## config.mk

```make
export PLATFORM = sky130hd
export DESIGN_NAME = pstc_cell
export DESIGN_NICKNAME = d
export VERILOG_FILES = /design/src/rtl/core/per_source_protocol_traffic_counter_defines.svh /design/src/rtl/core/pstc_pkg.sv /design/src/rtl/core/pstc_cell.sv
export SDC_FILE = /design/constraint.sdc
export NUM_CORES = 1
export LEC_CHECK = 0
export BUFFER_PORTS_ARGS = -buffer_cell sky130_fd_sc_hd__buf_2
export CAP_MARGIN = 0
export CORE_AREA = 2 2 355 357
export CTS_CLUSTER_SIZE = 12
export DETAILED_ROUTE_END_ITERATION = 12
export DIE_AREA = 0 0 357 359
export PLACE_DENSITY = 0.35
export SYNTH_ARGS = -nofsm -noshare
export SYNTH_HDL_FRONTEND = slang
export SYNTH_SLANG_ARGS = --single-unit
export TNS_END_PERCENT = 10
```

## constraint.sdc

```tcl
create_clock -name clk -period 33.8 [get_ports clk]
set_input_delay 8.45 -clock clk [delete_from_list [all_inputs] [get_ports clk]]
set_output_delay 8.45 -clock clk [all_outputs]
set_load 0.1 [all_outputs]
```

## src/rtl/core/per_source_protocol_traffic_counter_defines.svh

```systemverilog
// ---------------------------------------------------------------------------
// per_source_protocol_traffic_counter_defines
// assertion macros shared by the traffic counter rtl
// ---------------------------------------------------------------------------
`ifndef PER_SOURCE_PROTOCOL_TRAFFIC_COUNTER_DEFINES_SVH
`define PER_SOURCE_PROTOCOL_TRAFFIC_COUNTER_DEFINES_SVH

// same-cycle implication, sampled on clk, off during reset
`define PSTC_ASSERT_IMP(lbl, ante, cons, msg) \
  lbl: assert property (@(posedge clk) disable iff (!rst_n) (ante) |-> (cons)) \
    else $error(msg);

// next-cycle implication, sampled on clk, off during reset
`define PSTC_ASSERT_NXT(lbl, ante, cons, msg) \
  lbl: assert property (@(posedge clk) disable iff (!rst_n) (ante) |=> (cons)) \
    else $error(msg);

`endif

```

## src/rtl/core/pstc_pkg.sv

```systemverilog
// ---------------------------------------------------------------------------
// pstc_pkg
// shared constants and types of the per-source traffic counter
// ---------------------------------------------------------------------------
package pstc_pkg;

  localparam int ENTRIES = 1024;
  localparam int IDX_W   = $clog2(ENTRIES);
  localparam int TREE_N  = 1 << IDX_W;
  localparam int CNT_W   = $clog2(IDX_W + 1);

  localparam logic [15:0] ETHERTYPE_IPV4 = 16'h0800;
  localparam logic [7:0]  PROTO_TCP      = 8'd6;
  localparam logic [7:0]  PROTO_UDP      = 8'd17;

  localparam logic [1:0] ST_IGNORED = 2'd0;
  localparam logic [1:0] ST_HIT     = 2'd1;
  localparam logic [1:0] ST_NEW     = 2'd2;
  localparam logic [1:0] ST_EVICT   = 2'd3;

  typedef enum logic [2:0] {
    S_IDLE,
    S_CMP,
    S_TREE,
    S_UPD,
    S_DONE
  } state_t;

  typedef struct packed {
    logic [63:0] tcp_byte_cnt;
    logic [63:0] tcp_pkt_cnt;
    logic [63:0] udp_byte_cnt;
    logic [63:0] udp_pkt_cnt;
  } counters_t;

  typedef struct packed {
    logic        valid;
    logic [31:0] addr;
    counters_t   cnt;
  } entry_t;

  // one leaf of the readout tree: zero unless the cell matched
  typedef struct packed {
    logic             found;
    logic [IDX_W-1:0] idx;
    counters_t        cnt;
  } leaf_t;

  // control broadcast from the sequencer to every cell
  typedef struct packed {
    logic             cmp_en;
    logic             shift_en;
    logic [IDX_W-1:0] shift_lim;
    logic [31:0]      key;
  } cell_ctl_t;

  typedef struct packed {
    logic [1:0]  status;
    logic [31:0] evicted_addr;
    counters_t   cnt;
  } result_t;

endpackage

```

## src/rtl/core/pstc_cell.sv

```systemverilog
// ---------------------------------------------------------------------------
// pstc_cell
// one entry of the recency-ordered table, shifts in from its upper neighbor
// ---------------------------------------------------------------------------
module pstc_cell (
  input  logic                        clk,
  input  logic                        rst_n,
  input  logic [pstc_pkg::IDX_W-1:0]  cell_idx,
  input  pstc_pkg::cell_ctl_t         ctl,
  input  pstc_pkg::entry_t            prev_entry,
  output pstc_pkg::entry_t            entry,
  output logic                        hit,
  output pstc_pkg::leaf_t             leaf
);
  import pstc_pkg::*;

  entry_t entry_r;
  logic   hit_r;
  logic   take;

  // cells at or above the moved entry slide down one place
  assign take = ctl.shift_en && (cell_idx <= ctl.shift_lim);

  always_ff @(posedge clk) begin
    if (!rst_n) begin
      entry_r.valid <= 1'b0;
      hit_r         <= 1'b0;
    end else begin
      if (take) begin
        entry_r <= prev_entry;
      end
      if (ctl.cmp_en) begin
        hit_r <= entry_r.valid && (entry_r.addr == ctl.key);
      end
    end
  end

  assign entry = entry_r;
  assign hit   = hit_r;

  always_comb begin
    leaf = '0;
    if (hit_r) begin
      leaf.found = 1'b1;
      leaf.idx   = cell_idx;
      leaf.cnt   = entry_r.cnt;
    end
  end
endmodule

```

==> flow_summary_export.csv, run 1 <==
group,metric,value,unit
drt,drt-initial-drc-count,562,
grt,grt_first_pass_wirelength,75.1,mm
hold_path,hold_class,"register to register",
synthesis,ys_warn_count,0,
power,pwr_density_cell,59.1,mW/mm^2
hold_path,min-delay-start,"entry[288]$_SDFFE_PN0P_",
cts,cts_buffers,38,
sta,tightestPinTransition,1.04,ns
drt,drtPass1Iterations,5,
layout,layout_commonest_cell,"buf_2",
sta,final-setup-viol-count,0,
floorplan,rows,130,
cts,cts_root_buf,"clkbuf_16",
sta,fin_ws,16.16,ns
setup_path,crit_path_end_kind,"output port",
sta,min_period_over_period,52.2,%
sta,setup_tns,0,ns
floorplan,start_util,8.93,%
floorplan,fp.dieW,357,um
setup_path,critical_path_class,"input pin to output port",
cts,cts.sinks,290,
placement,io_buffers,901,
floorplan,dieArea,0.128,sq mm
grt,gr-total-overflow,0,
cts,cts_setup_buffers,0,
layout,nNetsFinal,1949,
sta,max_freq,56.7,MHz
layout,drive_gt1_share,59.4,%
setup_path,arrival,9.19,ns
setup_path,r2r_end,"hit$_SDFFE_PN0P_",
drt,vias,9245,
synthesis,avgSynthCellArea,16.5,sq um
sta,finalMaxSlewViolations,0,
drt,ant_nets,0,
layout,fin_area,0.0189,sq mm
grt,grt_pass1_vias,9261,
cts,clk-insertion-delay-late,0.57,ns
sta,maxSlewHeadroom,30.4,%
grt,grt_max_degree,112,
placement,place.gp.congestion,0.821,
setup_path,critPathLaunchType,"input pin",
synthesis,syn-cell-area,0.0111,sq mm
status,status,"complete, no violations",
synthesis,synthesis.nets,1031,
cts,clockBufferDepth,3,
cts,cts_tree,"done",
setup_path,critPathRequiredTime,25.35,ns
power,power,1120,uW
placement,dpl_cell_area,0.0176,sq mm
synthesis,seq_area_frac_synth,78.1,%
placement,post-place-ws,16.15,ns
synthesis,synth_cells,676,
setup_path,reg2reg_depth,4,
setup_path,r2r_start,"entry[282]$_DFFE_PP_",
cts,cts_hold_buf,0,
synthesis,ys_seq_elements,290,
floorplan,design.portCount,902,
floorplan,coreArea,0.125,sq mm
drt,wirelength,57.5,mm
setup_path,crit_fanout,2,
cts,h-tree-depth,2,
sta,rsz0062_at_grt,"false",
run,cap_violations,0,
hold_path,holdPathEnd,"entry[288]$_SDFFE_PN0P_",
power,p_leak,0.00841,uW
hold_path,min_path_cells,2,
synthesis,synth.distinct_cells,28,
setup_path,regToRegSetupSlack,32.23,ns
placement,dp_hpwl,46.9,mm
layout,final_cell_mix,"buf_2 (901), edfxtp_1 (288), and2_1 (266)",
power,ir_drop,0.0420,mV
drt,route.detailed.drc,0,
floorplan,die_h,359,um
layout,final.fill_count,14100,
sta,final_hold_viol_count,0,
drt,via_per_inst,2.82,
grt,grt_usage,8.53,%
layout,area_growth_syn_to_layout,70.0,%
sta,final.setup_skew,0.0127,ns
cts,path_clk_slew,0.06,ns
drt,wl_per_cell,17.5,um
cts,post_cts_resized,0,
sta,period_needed,17.64,ns
grt,grt_antenna_before_repair,34,
==> report_power, final <==
part / switching [uW] / leakage (uW) / internal, uW / total (uW)
clock network: 168 / 0.000611 / 249 / 416
registers: 20.3 / 0.00268 / 428 / 448
logic: 218 / 0.00513 / 34.4 / 253
total: 406 / 0.00841 / 711 / 1120
==> metrics by stage <==
step / utilization, % / cells / hold slack (ns)
4_1_cts: 15.2 / 3272 / 0.594
3_3_place_gp: 14.2 / 3204 / 0.573
6_report: 15.2 / 3278 / 0.588
5_1_grt: 15.2 / 3275 / 0.625
2_1_floorplan: - / 676 / 0.894
3_5_place_dp: 14.2 / 3204 / 0.585
==> synth_stat cells, drive strengths merged <==
cell | instances | area (sq um)
a211oi | 1 | 12.5
a21o | 1 | 7.51
a21oi | 3 | 15.0
a22oi | 2 | 15.0
and2 | 266 | 1660
buf | 3 | 17.5
clkbuf | 27 | 101
dfxtp | 2 | 40.0
edfxtp | 288 | 8650
ha | 10 | 125
inv | 16 | 60.1
mux2i | 1 | 10.0
nand2 | 2 | 7.51
nand3 | 3 | 15.0
nand3b | 1 | 7.51
nand4 | 8 | 50.1
nor2 | 2 | 7.51
nor2b | 1 | 6.26
nor3 | 1 | 5.00
nor4 | 4 | 25.0
o21ai | 2 | 10.0
o22ai | 2 | 12.5
o311ai | 1 | 8.76
o31a | 1 | 8.76
xnor2 | 16 | 140
xor2 | 12 | 105
==> metal layers <==
layer / wire length [um] / global-route usage (%) / vias up
met5: 89 / 0.566 / -
met4: 1830 / 3.25 / 14
met3: 5730 / 3.13 / 95
met2: 28000 / 14.7 / 557
met1: 21800 / 9.50 / 4355
li1: - / - / 4224
==> worst max-delay path by stage <==
stage | from | endpoint | slack [ns]
floorplan | ctl[39] | entry[0]$_DFFE_PP_ | 10.78
global placement | cell_idx[1] | leaf[257] | 16.15
detailed placement | cell_idx[1] | leaf[257] | 16.15
CTS | cell_idx[1] | leaf[257] | 16.15
global route | cell_idx[1] | leaf[257] | 16.15
finish | cell_idx[8] | leaf[264] | 16.16
==> cell families (layout without fill, tap and decap cells) <==
kind of cell             after synthesis  in the layout  synth area share, %
AO/OA/AOI/OAI                         13             13                0.810
XOR/XNOR                              28             28                 2.20
flip-flops                           290            290                 78.1
buffers and inverters                 46            992                 1.61
other                                  0              6                    0
AND/OR/NAND/NOR                      288            288                 16.1
adder cells (fa/ha/maj)               10             10                 1.12
multiplexers                           1              1               0.0900
==> cell type report <==
class                           count  area (sq um)  area share [%]
Sequential cell                   290          8690            46.0
Timing Repair Buffer              908          4560            24.1
Multi-Input combinational cell    340          2270            12.0
Tap cell                         1650          2060            10.9
Clock buffer                       43           991            5.24
Clock inverter                     25           265            1.40
Inverter                           16          60.1           0.318
Antenna cell                        6          15.0          0.0794
==> critical path, cell delays in order <==
cell and delay, ns:
buf_2 0.17, and2_1 0.14, buf_2 0.42
==> sequential cells by signal (all words and copies together), names as in the netlist <==
signal and flops:
entry 289, hit 1
(Power assumes the default switching activity.)
==> run 2, diff against run 1 <==
PLACE_DENSITY = 0.36   (was 0.35)
clock period = 16 ns   (was 33.8 ns; I/O delays follow)
==> run 2 against run 1 <==
Die area unchanged. Highest routed layer unchanged. Critical path type unchanged. Sequential share of layout area is 0.22 points higher. Largest cell class unchanged. First-iteration DRC count shrank 36%. Critical endpoint is now leaf[263].
==> flow_summary_export.csv, run 2 (synthesis gave the netlist of run 1 again) <==
group,metric,value,unit
grt,grt_pass1_vias,9471,
cts,cts_hold_buf,0,
cts,cts_setup_buffers,0,
cts,post_cts_resized,0,
power,ir_drop,0.0633,mV
cts,cts_buffers,39,
placement,place.gp.congestion,0.845,
setup_path,arrival,4.69,ns
layout,nNetsFinal,1949,
placement,io_buffers,901,
drt,drt-initial-drc-count,359,
drt,vias,9395,
setup_path,critPathRequiredTime,12.00,ns
drt,via_per_inst,2.85,
layout,area_growth_syn_to_layout,69.2,%
grt,grt_usage,8.92,%
cts,cts_root_buf,"clkbuf_16",
cts,cts_tree,"done",
cts,cts.sinks,290,
cts,h-tree-depth,2,
hold_path,hold_class,"register to register",
run,cap_violations,0,
sta,finalMaxSlewViolations,0,
placement,dp_hpwl,49.5,mm
setup_path,crit_fanout,2,
sta,max_freq,115,MHz
grt,gr-total-overflow,0,
setup_path,critical_path_class,"input pin to output port",
layout,layout_commonest_cell,"buf_2",
cts,clockBufferDepth,3,
drt,route.detailed.drc,0,
sta,final-setup-viol-count,0,
sta,final.setup_skew,0.00376,ns
sta,period_needed,8.69,ns
floorplan,rows,130,
grt,grt_antenna_before_repair,44,
sta,hold_ws,0.484,ns
layout,largest_reg_flops,289,
sta,final_hold_viol_count,0,
cts,path_clk_slew,0.05,ns
layout,final.fill_count,14100,
sta,rsz0062_at_grt,"false",
drt,wl_per_cell,18.3,um
setup_path,critPathLaunchType,"input pin",
layout,drive_gt1_share,59.5,%
floorplan,design.portCount,902,
status,status,"complete, no violations",
power,p_leak,0.00835,uW
floorplan,start_util,8.93,%
setup_path,crit_path_end_kind,"output port",
drt,drtPass1Iterations,4,
cts,clk-insertion-delay-late,0.58,ns
power,pwr_density_cell,121,mW/mm^2
floorplan,dieArea,0.128,sq mm
sta,setup_tns,0,ns
grt,grt_max_degree,124,
drt,wirelength,60.1,mm
floorplan,coreArea,0.125,sq mm
sta,min_period_over_period,54.3,%
floorplan,fp.dieW,357,um
sta,tightestPinTransition,0.950,ns
drt,ant_nets,0,
floorplan,die_h,359,um
layout,final_cell_mix,"buf_2 (901), edfxtp_1 (288), and2_1 (266)",
grt,grt_first_pass_wirelength,77.9,mm
sta,maxSlewHeadroom,36.6,%
[run 2: cell types whose count changed in the layout (fill, tap and decap cells not counted), sizes merged]
| cell | change |
|---|---|
| clkbuf | +3 |
| buf | -1 |
| clkinv | -4 |
| inv | +3 |
| bufinv | -5 |
| diode | +19 |
[run 2: routing by layer]
layer  GRT usage (%)  part of all wire, %  vias to the layer above  wire length [um]
met5               0                 0.11                        -                68
met4            3.76                  3.7                       10              2220
met3            3.75                   11                      118              6650
met2            14.9                   48                      632             28600
met1            9.87                   38                     4385             22600
li1                -                    -                     4250                 -
[run 2: worst paths after layout]
path	depth (start not counted)	from	slack, ns	end
hold reg to reg	2	entry[288]$_SDFFE_PN0P_	0.48	entry[288]$_SDFFE_PN0P_
setup / recovery	3	cell_idx[7]	7.31	leaf[263]
setup reg to reg	5	entry[257]$_DFFE_PP_	13.82	hit$_SDFFE_PN0P_
hold / removal	2	entry[288]$_SDFFE_PN0P_	0.48	entry[288]$_SDFFE_PN0P_
[run 2: area by class of cell]
class                      count  area [sq um]  share of cell area (%)
clock inverter                19           110                   0.585
sequential                   290          8690                    46.2
tap                         1650          2060                    11.0
clock buffer                  46          1000                    5.32
timing repair buffer         907          4570                    24.3
multi-input combinational    340          2270                    12.0
inverter                      16          60.1                   0.319
antenna                       25          62.6                   0.332
[run 2: metrics by stage]
step	area, sq um	cells	setup slack [ns]	util, %	total power [uW]
finish	18800	3293	7.31	15.1	2290
CTS	18800	3268	7.31	15.1	2350
global placement	17600	3203	7.32	14.2	1510
floorplan	11100	676	3.11	-	1370
detailed placement	17600	3203	7.31	14.2	1500
global route	18800	3272	7.30	15.1	2380
[run 2: critical path, stage by stage]
cell and delay (ns):
buf_2 0.10, and2_1 0.16, buf_2 0.43
[run 2: where the power goes]
| group | internal [uW] | switching [uW] | leakage [uW] | total [uW] |
|---|---|---|---|---|
| Combinational | 72.9 | 461 | 0.00513 | 534 |
| Sequential | 904 | 46.2 | 0.00268 | 951 |
| Clock | 446 | 354 | 0.000550 | 800 |
| Total | 1420 | 862 | 0.00835 | 2280 |
